`config.mk`:
```
export PLATFORM = sky130hd
export DESIGN_NAME = gf2m_multiply_inverse_unit_flat
export DESIGN_NICKNAME = d
export VERILOG_FILES = /design/src/hdl/gfmi_pkg.sv /design/src/hdl/gfmi_if.sv /design/src/hdl/gfmi_alu.sv /design/src/hdl/gf2m_multiply_inverse_unit.sv /design/src/flat_wrapper.sv
export SDC_FILE = /design/constraint.sdc
export NUM_CORES = 1
export LEC_CHECK = 0
export ABC_AREA = 1
export BUFFER_PORTS_ARGS = -buffer_cell sky130_fd_sc_hd__buf_2
export CAP_MARGIN = 25
export CORE_MARGIN = 2
export CORE_UTILIZATION = 57
export DETAILED_ROUTE_END_ITERATION = 12
export PLACE_DENSITY = 0.85
export SYNTH_ARGS = -nofsm -noshare
export SYNTH_HDL_FRONTEND = slang
export SYNTH_SLANG_ARGS = --single-unit
```
`constraint.sdc`:
```
create_clock -name clk -period 4.55 [get_ports clk]
set_clock_uncertainty 0.1 [all_clocks]
set_input_delay 0.91 -clock clk [delete_from_list [all_inputs] [get_ports clk]]
set_output_delay 0.91 -clock clk [all_outputs]
set_load 0.05 [all_outputs]
```
`src/hdl/gfmi_pkg.sv`:
```
// gfmi_pkg: types, constants and helpers shared by the gf(2^n) multiply/inverse unit
// depends on nothing; every other file imports it
`default_nettype none

package gfmi_pkg;

	localparam int DATA_W      = 8;   // field element width
	localparam int POLY_W      = 9;   // field polynomial width, top term included
	localparam int DEG_W       = 4;   // holds a degree 0..8
	localparam int STATUS_W    = 2;
	localparam int APB_ADDR_W  = 3;
	localparam int APB_DATA_W  = 32;
	localparam int MAX_DEGREE_DEF = 8;

	localparam logic [POLY_W-1:0] RESET_POLY = 9'h013;

	// register index as seen on paddr above the byte offset
	localparam logic [APB_ADDR_W-3:0] REG_FIELD_POLY = 1'b0;

	typedef enum logic {
		OP_MUL = 1'b0,
		OP_INV = 1'b1
	} op_t;

	typedef enum logic [STATUS_W-1:0] {
		ST_OK       = 2'd0,
		ST_INV_ZERO = 2'd1,
		ST_BAD_POLY = 2'd2
	} status_t;

	typedef enum logic [1:0] {
		S_IDLE,
		S_MUL,
		S_INV,
		S_DONE
	} state_t;

	// field description handed to the step unit
	typedef struct packed {
		logic [POLY_W-1:0] poly;
		logic [DEG_W-1:0]  deg;
		logic [DATA_W-1:0] mask;
	} field_t;

	// working registers of one item
	// multiply: r partial product, u accumulator, v remaining bits of b
	// inverse: s, r remainders, v, u cofactors
	typedef struct packed {
		logic [POLY_W-1:0] s;
		logic [POLY_W-1:0] r;
		logic [DATA_W-1:0] v;
		logic [DATA_W-1:0] u;
	} work_t;

	// index of the highest set bit, zero for zero and one
	function automatic logic [DEG_W-1:0] degree(input logic [POLY_W-1:0] p);
		logic [DEG_W-1:0] d;
		d = '0;
		for (int i = 1; i < POLY_W; i++) begin
			if (p[i]) d = DEG_W'(i);
		end
		return d;
	endfunction

	function automatic logic [DATA_W-1:0] mask_of(input logic [DEG_W-1:0] n);
		logic [POLY_W-1:0] m;
		m = (POLY_W'(1) << n) - POLY_W'(1);
		return m[DATA_W-1:0];
	endfunction

endpackage

`default_nettype wire

```
`src/hdl/gfmi_if.sv`:
```
// gfmi_req_if / gfmi_rsp_if: valid-ready channels of the multiply/inverse unit
// depends on gfmi_pkg
`default_nettype none

interface gfmi_req_if import gfmi_pkg::*; ();
	logic              valid;
	logic              ready;
	logic [0:0]        opcode;
	logic [DATA_W-1:0] operand_a;
	logic [DATA_W-1:0] operand_b;

	modport source (output valid, opcode, operand_a, operand_b, input ready);
	modport sink   (input valid, opcode, operand_a, operand_b, output ready);
endinterface

interface gfmi_rsp_if import gfmi_pkg::*; ();
	logic                valid;
	logic                ready;
	logic [DATA_W-1:0]   result_value;
	logic [STATUS_W-1:0] status;

	modport source (output valid, result_value, status, input ready);
	modport sink   (input valid, result_value, status, output ready);
endinterface

`default_nettype wire

```
`src/hdl/gfmi_alu.sv`:
```
// gfmi_alu: shared step unit, one multiply step or one euclid iteration per call
// depends on gfmi_pkg
`default_nettype none

module gfmi_alu import gfmi_pkg::*; (
	input  wire op_t    mode,
	input  wire field_t fld,
	input  wire work_t  cur,
	output work_t       nxt,
	output logic        r_is_const
);

	always_comb begin
		logic [DEG_W-1:0]  ds;
		logic [DEG_W-1:0]  dr;
		logic [DEG_W-1:0]  sh;
		logic [POLY_W-1:0] tx;
		work_t             sw;
		ds = degree(cur.s);
		dr = degree(cur.r);
		r_is_const = (dr == '0);
		sw = cur;
		sh = '0;
		tx = '0;
		nxt = cur;
		case (mode)
			OP_MUL: begin
				// add partial product, then partial times x mod poly
				nxt.u = cur.u ^ (cur.v[0] ? cur.r[DATA_W-1:0] : '0);
				tx = {cur.r[DATA_W-1:0], 1'b0};
				if (cur.r[fld.deg - DEG_W'(1)]) tx = tx ^ fld.poly;
				nxt.r = {1'b0, tx[DATA_W-1:0] & fld.mask};
				nxt.v = cur.v >> 1;
			end
			OP_INV: begin
				if (ds < dr) begin
					sw.s = cur.r;
					sw.r = cur.s;
					sw.v = cur.u;
					sw.u = cur.v;
					sh = dr - ds;
				end else begin
					sh = ds - dr;
				end
				nxt = sw;
				// cancel the top term of s
				nxt.s = sw.s ^ (sw.r << sh);
				nxt.v = sw.v ^ (sw.u << sh);
			end
			default: nxt = cur;
		endcase
	end

endmodule

`default_nettype wire

```
`src/hdl/gf2m_multiply_inverse_unit.sv`:
```
// gf2m_multiply_inverse_unit: top level, apb register, sequencer and output register
// depends on gfmi_pkg, gfmi_if and gfmi_alu
`default_nettype none

// Multiplies or inverts elements of GF(2^n), n being the degree of the polynomial written
// to field_polynomial (byte address 0, reset 0x13, i.e. x^4+x+1). One request item
// gives one response item. A single step unit does all arithmetic under a small sequencer,
// one step per clock: multiply takes n steps (shift-and-add over the bits of operand_b),
// inverse takes one step per binary extended Euclid iteration, at most 2n. An item passes
// through the accept, its steps, the loop exit check and the output load; items with a
// nonzero status go from the accept straight to the output load. The request side is
// not ready while an item is in work. The result sits in an output register, so the next
// item is accepted while the last response still waits; a finished item waits in place
// until that register is free. Status 1 means inverse of zero, status 2 a polynomial of
// degree below two or above MAX_DEGREE; in both cases result_value is zero. With a
// reducible polynomial the loop runs as usual and returns its final cofactor. The
// polynomial is to be written only while the unit is idle; the unit does not enforce this.

module gf2m_multiply_inverse_unit import gfmi_pkg::*; #(
	parameter int MAX_DEGREE = MAX_DEGREE_DEF
) (
	input  wire                   clk,
	input  wire                   arst_n,
	// apb register port
	input  wire                   psel,
	input  wire                   penable,
	input  wire                   pwrite,
	input  wire  [APB_ADDR_W-1:0] paddr,
	input  wire  [APB_DATA_W-1:0] pwdata,
	output logic [APB_DATA_W-1:0] prdata,
	output logic                  pready,
	// item channels
	gfmi_req_if.sink              req,
	gfmi_rsp_if.source            rsp
);

	// iteration guard of the euclid loop, never reached with a sane degree
	localparam int GUARD_LIMIT = 2 * MAX_DEGREE + 4;
	localparam int CNT_W       = $clog2(GUARD_LIMIT + 1);

	state_t              state_q, state_d;
	logic [POLY_W-1:0]   poly_q;
	work_t               work_q, work_nxt;
	field_t              fld_q;
	logic [CNT_W-1:0]    cnt_q;
	status_t             st_q;
	logic                out_vld_q;
	logic [DATA_W-1:0]   out_val_q;
	status_t             out_st_q;

	logic                start;     // item taken this cycle
	logic                step;      // step unit result written back
	logic                load_out;  // result moves into the output register
	logic                r_is_const;
	op_t                 mode;

	// start-of-item decode
	logic [DEG_W-1:0]    deg_w;
	logic [DATA_W-1:0]   mask_w;
	logic [DATA_W-1:0]   a_m;
	logic [DATA_W-1:0]   b_m;
	logic                bad_poly;

	// register port
	assign pready = 1'b1;
	assign prdata = {{(APB_DATA_W - POLY_W){1'b0}}, poly_q};

	always_ff @(posedge clk or negedge arst_n) begin
		if (!arst_n) begin
			poly_q <= RESET_POLY;
		end else if (psel && penable && pwrite
				&& paddr[APB_ADDR_W-1:2] == REG_FIELD_POLY) begin
			poly_q <= pwdata[POLY_W-1:0];
		end
	end

	assign deg_w    = degree(poly_q);
	assign mask_w   = mask_of(deg_w);
	assign a_m      = req.operand_a & mask_w;
	assign b_m      = req.operand_b & mask_w;
	assign bad_poly = (deg_w < DEG_W'(2)) || (int'(deg_w) > MAX_DEGREE);

	assign mode = (state_q == S_INV) ? OP_INV : OP_MUL;

	gfmi_alu u_alu (
		.mode       (mode),
		.fld        (fld_q),
		.cur        (work_q),
		.nxt        (work_nxt),
		.r_is_const (r_is_const)
	);

	// sequencer
	always_ff @(posedge clk or negedge arst_n) begin
		if (!arst_n) begin
			state_q <= S_IDLE;
		end else begin
			state_q <= state_d;
		end
	end

	always_comb begin
		state_d   = state_q;
		req.ready = 1'b0;
		start     = 1'b0;
		step      = 1'b0;
		load_out  = 1'b0;
		case (state_q)
			S_IDLE: begin
				req.ready = 1'b1;
				if (req.valid) begin
					start = 1'b1;
					if (bad_poly) begin
						state_d = S_DONE;
					end else if (op_t'(req.opcode) == OP_MUL) begin
						state_d = S_MUL;
					end else if (a_m == '0) begin
						state_d = S_DONE;
					end else begin
						state_d = S_INV;
					end
				end
			end
			S_MUL: begin
				if (cnt_q == '0) state_d = S_DONE;
				else step = 1'b1;
			end
			S_INV: begin
				// loop ends once the remainder is a constant or the iteration guard is reached
				if (r_is_const || cnt_q == CNT_W'(GUARD_LIMIT)) state_d = S_DONE;
				else step = 1'b1;
			end
			S_DONE: begin
				if (!out_vld_q || rsp.ready) begin
					load_out = 1'b1;
					state_d  = S_IDLE;
				end
			end
			default: state_d = S_IDLE;
		endcase
	end

	// datapath registers
	always_ff @(posedge clk or negedge arst_n) begin
		if (!arst_n) begin
			cnt_q <= '0;
			st_q  <= ST_OK;
		end else if (start) begin
			if (bad_poly) begin
				st_q <= ST_BAD_POLY;
			end else if (op_t'(req.opcode) == OP_INV && a_m == '0) begin
				st_q <= ST_INV_ZERO;
			end else begin
				st_q <= ST_OK;
			end
			// multiply counts down the bits of b, inverse counts iterations up
			cnt_q <= (op_t'(req.opcode) == OP_MUL) ? CNT_W'(deg_w) : '0;
		end else if (step) begin
			cnt_q <= (state_q == S_MUL) ? cnt_q - CNT_W'(1) : cnt_q + CNT_W'(1);
		end
	end

	always_ff @(posedge clk) begin
		if (start) begin
			fld_q.poly <= poly_q;
			fld_q.deg  <= deg_w;
			fld_q.mask <= mask_w;
			if (op_t'(req.opcode) == OP_MUL) begin
				work_q.s <= '0;
				work_q.r <= {1'b0, a_m};
				work_q.v <= b_m;
				work_q.u <= '0;
			end else begin
				work_q.s <= poly_q;
				work_q.r <= {1'b0, a_m};
				work_q.v <= '0;
				work_q.u <= DATA_W'(1);
			end
		end else if (step) begin
			work_q <= work_nxt;
		end
	end

	// output register
	always_ff @(posedge clk or negedge arst_n) begin
		if (!arst_n) begin
			out_vld_q <= 1'b0;
		end else if (load_out) begin
			out_vld_q <= 1'b1;
		end else if (rsp.ready) begin
			out_vld_q <= 1'b0;
		end
	end

	always_ff @(posedge clk) begin
		if (load_out) begin
			out_val_q <= (st_q == ST_OK) ? (work_q.u & fld_q.mask) : '0;
			out_st_q  <= st_q;
		end
	end

	assign rsp.valid        = out_vld_q;
	assign rsp.result_value = out_val_q;
	assign rsp.status       = out_st_q;

	// checks
	a_err_zero: assert property (@(posedge clk) disable iff (!arst_n)
		(rsp.valid && rsp.status != ST_OK) |-> rsp.result_value == '0)
		else $error("nonzero status with nonzero result");

	a_busy_after_take: assert property (@(posedge clk) disable iff (!arst_n)
		(req.valid && req.ready) |=> !req.ready)
		else $error("request taken while an item is in work");

	a_guard_bound: assert property (@(posedge clk) disable iff (!arst_n)
		(state_q == S_INV) |-> cnt_q <= CNT_W'(GUARD_LIMIT))
		else $error("euclid iteration count past its guard");

	a_done_loads: assert property (@(posedge clk) disable iff (!arst_n)
		(state_q == S_DONE && !out_vld_q) |=> (out_vld_q && state_q == S_IDLE))
		else $error("finished item not moved to the output register");

endmodule

`default_nettype wire

```
`src/flat_wrapper.sv`:
```
// flat-port wrapper written by rule: the top's interface ports become plain ports
module gf2m_multiply_inverse_unit_flat import gfmi_pkg::*;
#(
	parameter int MAX_DEGREE = MAX_DEGREE_DEF
)
  (clk, arst_n, psel, penable, pwrite, paddr, pwdata, prdata, pready, req_valid, req_opcode, req_operand_a, req_operand_b, req_ready, rsp_valid, rsp_result_value, rsp_status, rsp_ready);
  gfmi_req_if req_i ();
  gfmi_rsp_if rsp_i ();
  input  wire clk;
  input  wire arst_n;
  input  wire psel;
  input  wire penable;
  input  wire pwrite;
  input  wire  [APB_ADDR_W-1:0] paddr;
  input  wire  [APB_DATA_W-1:0] pwdata;
  output logic [APB_DATA_W-1:0] prdata;
  output logic pready;
  input wire logic [$bits(req_i.valid)-1:0] req_valid;
  input wire logic [$bits(req_i.opcode)-1:0] req_opcode;
  input wire logic [$bits(req_i.operand_a)-1:0] req_operand_a;
  input wire logic [$bits(req_i.operand_b)-1:0] req_operand_b;
  output wire logic [$bits(req_i.ready)-1:0] req_ready;
  output wire logic [$bits(rsp_i.valid)-1:0] rsp_valid;
  output wire logic [$bits(rsp_i.result_value)-1:0] rsp_result_value;
  output wire logic [$bits(rsp_i.status)-1:0] rsp_status;
  input wire logic [$bits(rsp_i.ready)-1:0] rsp_ready;
  assign req_i.valid = req_valid;
  assign req_i.opcode = req_opcode;
  assign req_i.operand_a = req_operand_a;
  assign req_i.operand_b = req_operand_b;
  assign req_ready = req_i.ready;
  assign rsp_valid = rsp_i.valid;
  assign rsp_result_value = rsp_i.result_value;
  assign rsp_status = rsp_i.status;
  assign rsp_i.ready = rsp_ready;
  gf2m_multiply_inverse_unit #(.MAX_DEGREE(MAX_DEGREE)) u_core (.clk(clk), .arst_n(arst_n), .psel(psel), .penable(penable), .pwrite(pwrite), .paddr(paddr), .pwdata(pwdata), .prdata(prdata), .pready(pready), .req(req_i), .rsp(rsp_i));
endmodule
```
# Word level (Yosys, flattened, before mapping)
# Index checks and enable logic that the tools add are counted.
[classes]
n_addsub = 6
order_cmp = 4
eq_ne = 8
shifts = 3
mux = 63
bitwise_logic = 10
reduce_logical = 18
[op_table]
columns = ["op", "count"]
rows = [
  ["$mux W34", 5],
  ["$mux W4", 22],
  ["$pmux W25 S2", 1],
  ["$and A8 B8 Y8", 4],
  ["$mux W8", 3],
  ["$xor A8 B8 Y8", 3],
  ["$mux W2", 9],
  ["$mux W1", 16],
  ["$mux W5", 3],
  ["$mux W9", 1],
  ["$shl A9 B4 Y9", 1],
  ["$xor A9 B9 Y9", 1],
  ["$logic_not A8 Y1", 1],
  ["$pmux W2 S4", 1],
  ["$shl A1 B4 Y8 const A", 1],
  ["$shl A8 B4 Y8", 1],
  ["$sub A4 B4 Y4", 2],
  ["$sub A8 B2 Y8 const B", 1],
  ["$reduce_bool A2 Y1", 3],
  ["$add A5 B1 Y5 const B", 1],
  ["$eq A5 B5 Y1 const B", 1],
  ["$logic_not A5 Y1", 1],
  ["$lt A4 B5 Y1 const B", 1],
  ["$sub A5 B1 Y5 const B", 1],
  ["18 further kinds", 28],
]
[totals]
regBits = 83
word_cells = 126

# Longest topological paths before layout
[depth]
word_depth = 17
ltp_mapped = 24

# Cells and area by module
# Synthesis repeated with hierarchy kept, for this count alone.
[hier_totals]
hier_cells = 852
area_unflattened_um2 = 6393.6
[modules_own_cells]
columns = ["mod", "n_inst", "cells_each", "area_per_inst_um2", "seq_area_each_um2"]
rows = [
  ["gf2m_multiply_inverse_unit", 1, 351, 3834.9, 2401.1],
  ["gfmi_alu", 1, 501, 2558.7, 0.0],
]

# Least setup slack after synthesis
# OpenSTA, ideal clock, no wires.
[synth_timing]
path_kind = "register to register"
from = "reg u_core.work_q[19] (netlist name)"
to = "reg u_core.work_q[28] (netlist name) (data pin)"
arrival_ns = 2.862
path_slack_ns = 1.330
path_stages_with_launch = 20
path_buffers = 1
period_less_slack_ns = 3.220
cell_sequence = "edfxtp_1 clkbuf_1 nor2_1 nor2_1 o21ai_0 inv_1 fa_1 inv_1 nand3_1 nand2_4 clkinv_4 nand2_4 nand2_4 xor2_2 nand2_2 clkinv_2 nand2_1 or2_1 nand3_1 o21ai_1"
[synth_between]
elab_chain_len = 14
[synth_rtl]
columns = ["item", "line", "rtl"]
rows = [
  ["start: declaration", "gf2m_multiply_inverse_unit.sv:43", "work_t work_q, work_nxt;"],
  ["start signal: assignment", "gf2m_multiply_inverse_unit.sv:180", "work_q <= work_nxt;"],
  ["$mux W4 (6 in a row)", "gfmi_pkg.sv:60", "if (p[i]) d = DEG_W'(i);"],
  ["$sub A4 B4 Y4, or another cell as far along", "gfmi_alu.sv:43", "sh = ds - dr;"],
  ["$mux W4 or $mux W34 (tied branches)", "gfmi_alu.sv:36", "if (ds < dr) begin"],
  ["$mux W4 or $mux W34 (tied branches)", "gfmi_alu.sv:26", "case (mode)"],
  ["$shl A9 B4 Y9", "gfmi_alu.sv:47", "nxt.s = sw.s ^ (sw.r << sh);"],
  ["$xor A9 B9 Y9 *", "gfmi_alu.sv:47", ""],
  ["$mux W9 *", "gfmi_alu.sv:26", ""],
  ["$mux W34 *", "gf2m_multiply_inverse_unit.sv:179", "end else if (step) begin"],
  ["$mux W34 *", "gf2m_multiply_inverse_unit.sv:164", "if (start) begin"],
]
# Mark *: on every way between the ends. The rest lies on a longest branch, timed or not. The select of a mux whose other input is x is not followed.
# A chain may end at the register's enable or synchronous reset.

# Worst setup path after layout
[layout_timing]
from = "reg u_core.work_q[18] (netlist name)"
to = "reg u_core.work_q[28] (netlist name) (data pin)"
[layout_between]
elab_chain_len = 15
[layout_rtl]
columns = ["item", "line"]
rows = [
  ["$mux W4 (7 in a row)", "gfmi_pkg.sv:60"],
  ["$sub A4 B4 Y4, or another cell as far along", "gfmi_alu.sv:43"],
  ["$mux W4 or $mux W34 (tied branches)", "gfmi_alu.sv:36"],
  ["$mux W4 or $mux W34 (tied branches)", "gfmi_alu.sv:26"],
  ["$shl A9 B4 Y9", "gfmi_alu.sv:47"],
  ["$xor A9 B9 Y9 *", "gfmi_alu.sv:47"],
  ["$mux W9 *", "gfmi_alu.sv:26"],
  ["$mux W34 *", "gf2m_multiply_inverse_unit.sv:179"],
  ["$mux W34 *", "gf2m_multiply_inverse_unit.sv:164"],
]
# Marks and branches as above.

==> impl_metrics.tcl <==
set metrics [dict create \
    crit_path_max_incr_delay_ns 0.59 \
    grt_overflow_total 0 \
    clk_pin_slew_worst_paths_ns 0.10 \
    critical_path.slowest_cell "o21ai_2" \
    most-common-layout-cells "199 x nand2_1, 88 x inv_1, 64 x edfxtp_1" \
    num_vias 5457 \
    htree_levels 3 \
    grt_max_degree 33 \
    synth-main-ff-cell "edfxtp_1" \
    grt_pass1_vias 5021 \
    cap_viol_max_count 0 \
    yosys_warnings 0 \
    cts_tree "done" \
    reg2reg_from "u_core.work_q[18]" \
    syn_inst 761 \
    dp_cells 930 \
    syn_area_sq_mm 0.00596 \
    antenna_found_initial 0 \
    cp-end-kind "flip-flop" \
    die_h_um 106 \
    crit_start "u_core.work_q[18]" \
    slew-limit-headroom 0.351 \
    area_delta_synth_final_pct 7.92 \
    gp_congestion 0.986 \
    io_buffers 54 \
    crit_fanout 31 \
    path_cells "inv_1 > a21oi_1 > o21ai_0 > a21oi_1 > nor2_1 > ha_1 > fa_1 > inv_1 > nand3_1 > nand2_4 > o21ai_2 > inv_2 > o21ai_1 > nand2_1 > or2_1 > nand3_1 > o21ai_1" \
    hpwl_um 11700 \
    synth_cell_types 50 \
    critPathLaunchType "flip-flop" \
    fin_cells 947 \
    start_util 0.582 \
    synth_top_family_by_area "simple AND/OR/NAND/NOR gates" \
    grt_pass1_wl_um 25300 \
    synth_compound_area_frac 0.158 \
    synth-seq-cells 83 \
    firstDrtPassIters 8 \
    period_share 0.921 \
    synth-simple-area-share 0.228 \
    drcViolationCount 0 \
    clock_latency_ns 0.38 \
    fmax_mhz 239 \
    tightestPinTransition_ns 0.973 \
    crit_arrival_ns 4.22 \
    ios 104 \
    muxShareOfSynthArea 0.00546 \
    fin_nets 887 \
    mostFrequentLayoutCell "nand2_1" \
    hold_class "input port to async pin" \
    die_w_um 106 \
    outcome "completed" \
    grt_usage 0.291 \
    setup_viol 0 \
    drv_slew 0 \
    design.core.area_sq_mm 0.0102 \
    routedWlPerCell_um 16.8 \
    synth_xor_xnor_area_share 0.0395 \
    cts-buffers-inserted 9 \
    hold-worst-slack_ns 0.357 \
    crit_end "u_core.work_q[28]" \
    initialDrtViolationCount 599 \
    async_flop_share 0.229 \
    fin_setup_tns_ns 0 \
    viasPerCell 5.76 \
    criticalPathCategory "flip-flop to flip-flop" \
    cts.sinks 83 \
    drtAntennaViolNets 0 \
    rsz0062_at_grt "no" \
    die-area_sq_mm 0.0113 \
    rrSetupSlack_ns 0.36 \
    synth_adder_area_share 0.0500 \
    period_minus_slack_ns 4.19 \
    synth-edff-count 64 \
    cp.required_ns 4.58 \
    cts.repair.resized 0 \
    rr_endpoint "u_core.work_q[28]" \
    postCtsHoldBufs 0 \
    avgSynthCellArea_sq_um 7.83 \
    antenna_cells 0 \
    cts_post_setup_buffers_inserted 0 \
    reg2reg_depth 17 \
    row_count 37 \
    cts_buffer_depth 2 \
    hold_viol 0 \
    ys_seq_area_frac 0.403 \
    drt-total-wl_um 15900 \
    root_buffer "clkbuf_8" \
    drive_gt1_frac 0.134 \
]
## routing by layer
metal | wire length, um | GRT usage | up-vias
met5 | 0 | 0 | -
met4 | 635 | 0.120 | 0
met3 | 1920 | 0.0791 | 60
met2 | 7350 | 0.457 | 344
met1 | 5980 | 0.383 | 2475
li1 | - | - | 2578
## state kept, by name, summed over array words and instances, names as in the netlist
| register | count |
|---|---|
| u_core.rsp.result_value | 8 |
| u_core.state_q | 2 |
| u_core.cnt_q | 5 |
| u_core.rsp.status | 2 |
| u_core.st_q | 2 |
| u_core.poly_q | 9 |
| u_core.rsp.valid | 1 |
| u_core.fld_q | 20 |
| u_core.work_q | 34 |
## cell usage after synthesis, drive strengths merged (13+ instances only)
library cell | count | share of area
a21oi | 32 | 0.029
buf | 37 | 0.046
clkbuf | 14 | 0.0088
dfrtp | 16 | 0.067
edfxtp | 64 | 0.32
ha | 19 | 0.040
inv | 92 | 0.058
nand2 | 205 | 0.13
nand3 | 43 | 0.036
nand4 | 13 | 0.014
nor2 | 51 | 0.033
o211ai | 15 | 0.019
o21ai | 86 | 0.076
xor2 | 22 | 0.034
## final cells by class
type                    instances  area, sq um
flip-flops and latches         83         2400
repair buffers                 63          338
clock buffers                   9          124
multi-input cells             555         2950
inverters                      94          359
fillers                       890         3800
clock inverters                 7         83.8
well taps                     136          170
## stage by stage
| step | cell area [sq um] | setup slack [ns] | util |
|---|---|---|---|
| after floorplan | 6040 | 1.33 | - |
| after global placement | 6210 | 0.512 | 0.607 |
| after detailed placement | 6210 | 0.383 | 0.607 |
| after CTS | 6420 | 0.360 | 0.627 |
| after global routing | 6430 | 0.0217 | 0.628 |
| final | 6430 | 0.360 | 0.628 |
## logic make-up (layout without fill, tap and decap cells)
group,Yosys count,after routing
AND/OR/NAND/NOR,321,321
flip-flops,83,83
AO/OA/AOI/OAI,159,159
buffers and inverters,145,173
multiplexers,3,3
XOR/XNOR,26,26
other,2,24
adder cells (fa/ha/maj),22,22
## worst min path at each step
stage	start	to	slack [ns]	cells after the start
finish	arst_n	u_core.rsp.valid	0.36	1
global route	arst_n	u_core.state_q[0]	0.38	1
CTS	arst_n	u_core.rsp.valid	0.36	1
detailed placement	u_core.st_q[1]	u_core.rsp.status[1]	0.34	0
global placement	u_core.st_q[1]	u_core.rsp.status[1]	0.33	0
floorplan	u_core.st_q[0]	u_core.rsp.status[0]	0.32	0
## worst max-delay path: cells and delay by family (launching register included)
kind,cells,cell delay (ns)
AND/OR/NAND/NOR,6,0.90
adder cells (fa/ha/maj),2,0.43
AO/OA/AOI/OAI,6,1.49
buffers and inverters,3,0.50
flip-flops,1,0.51
Power is not shown: default switching activity piles up to over one toggle a cycle in this logic, so the estimate is an artifact.
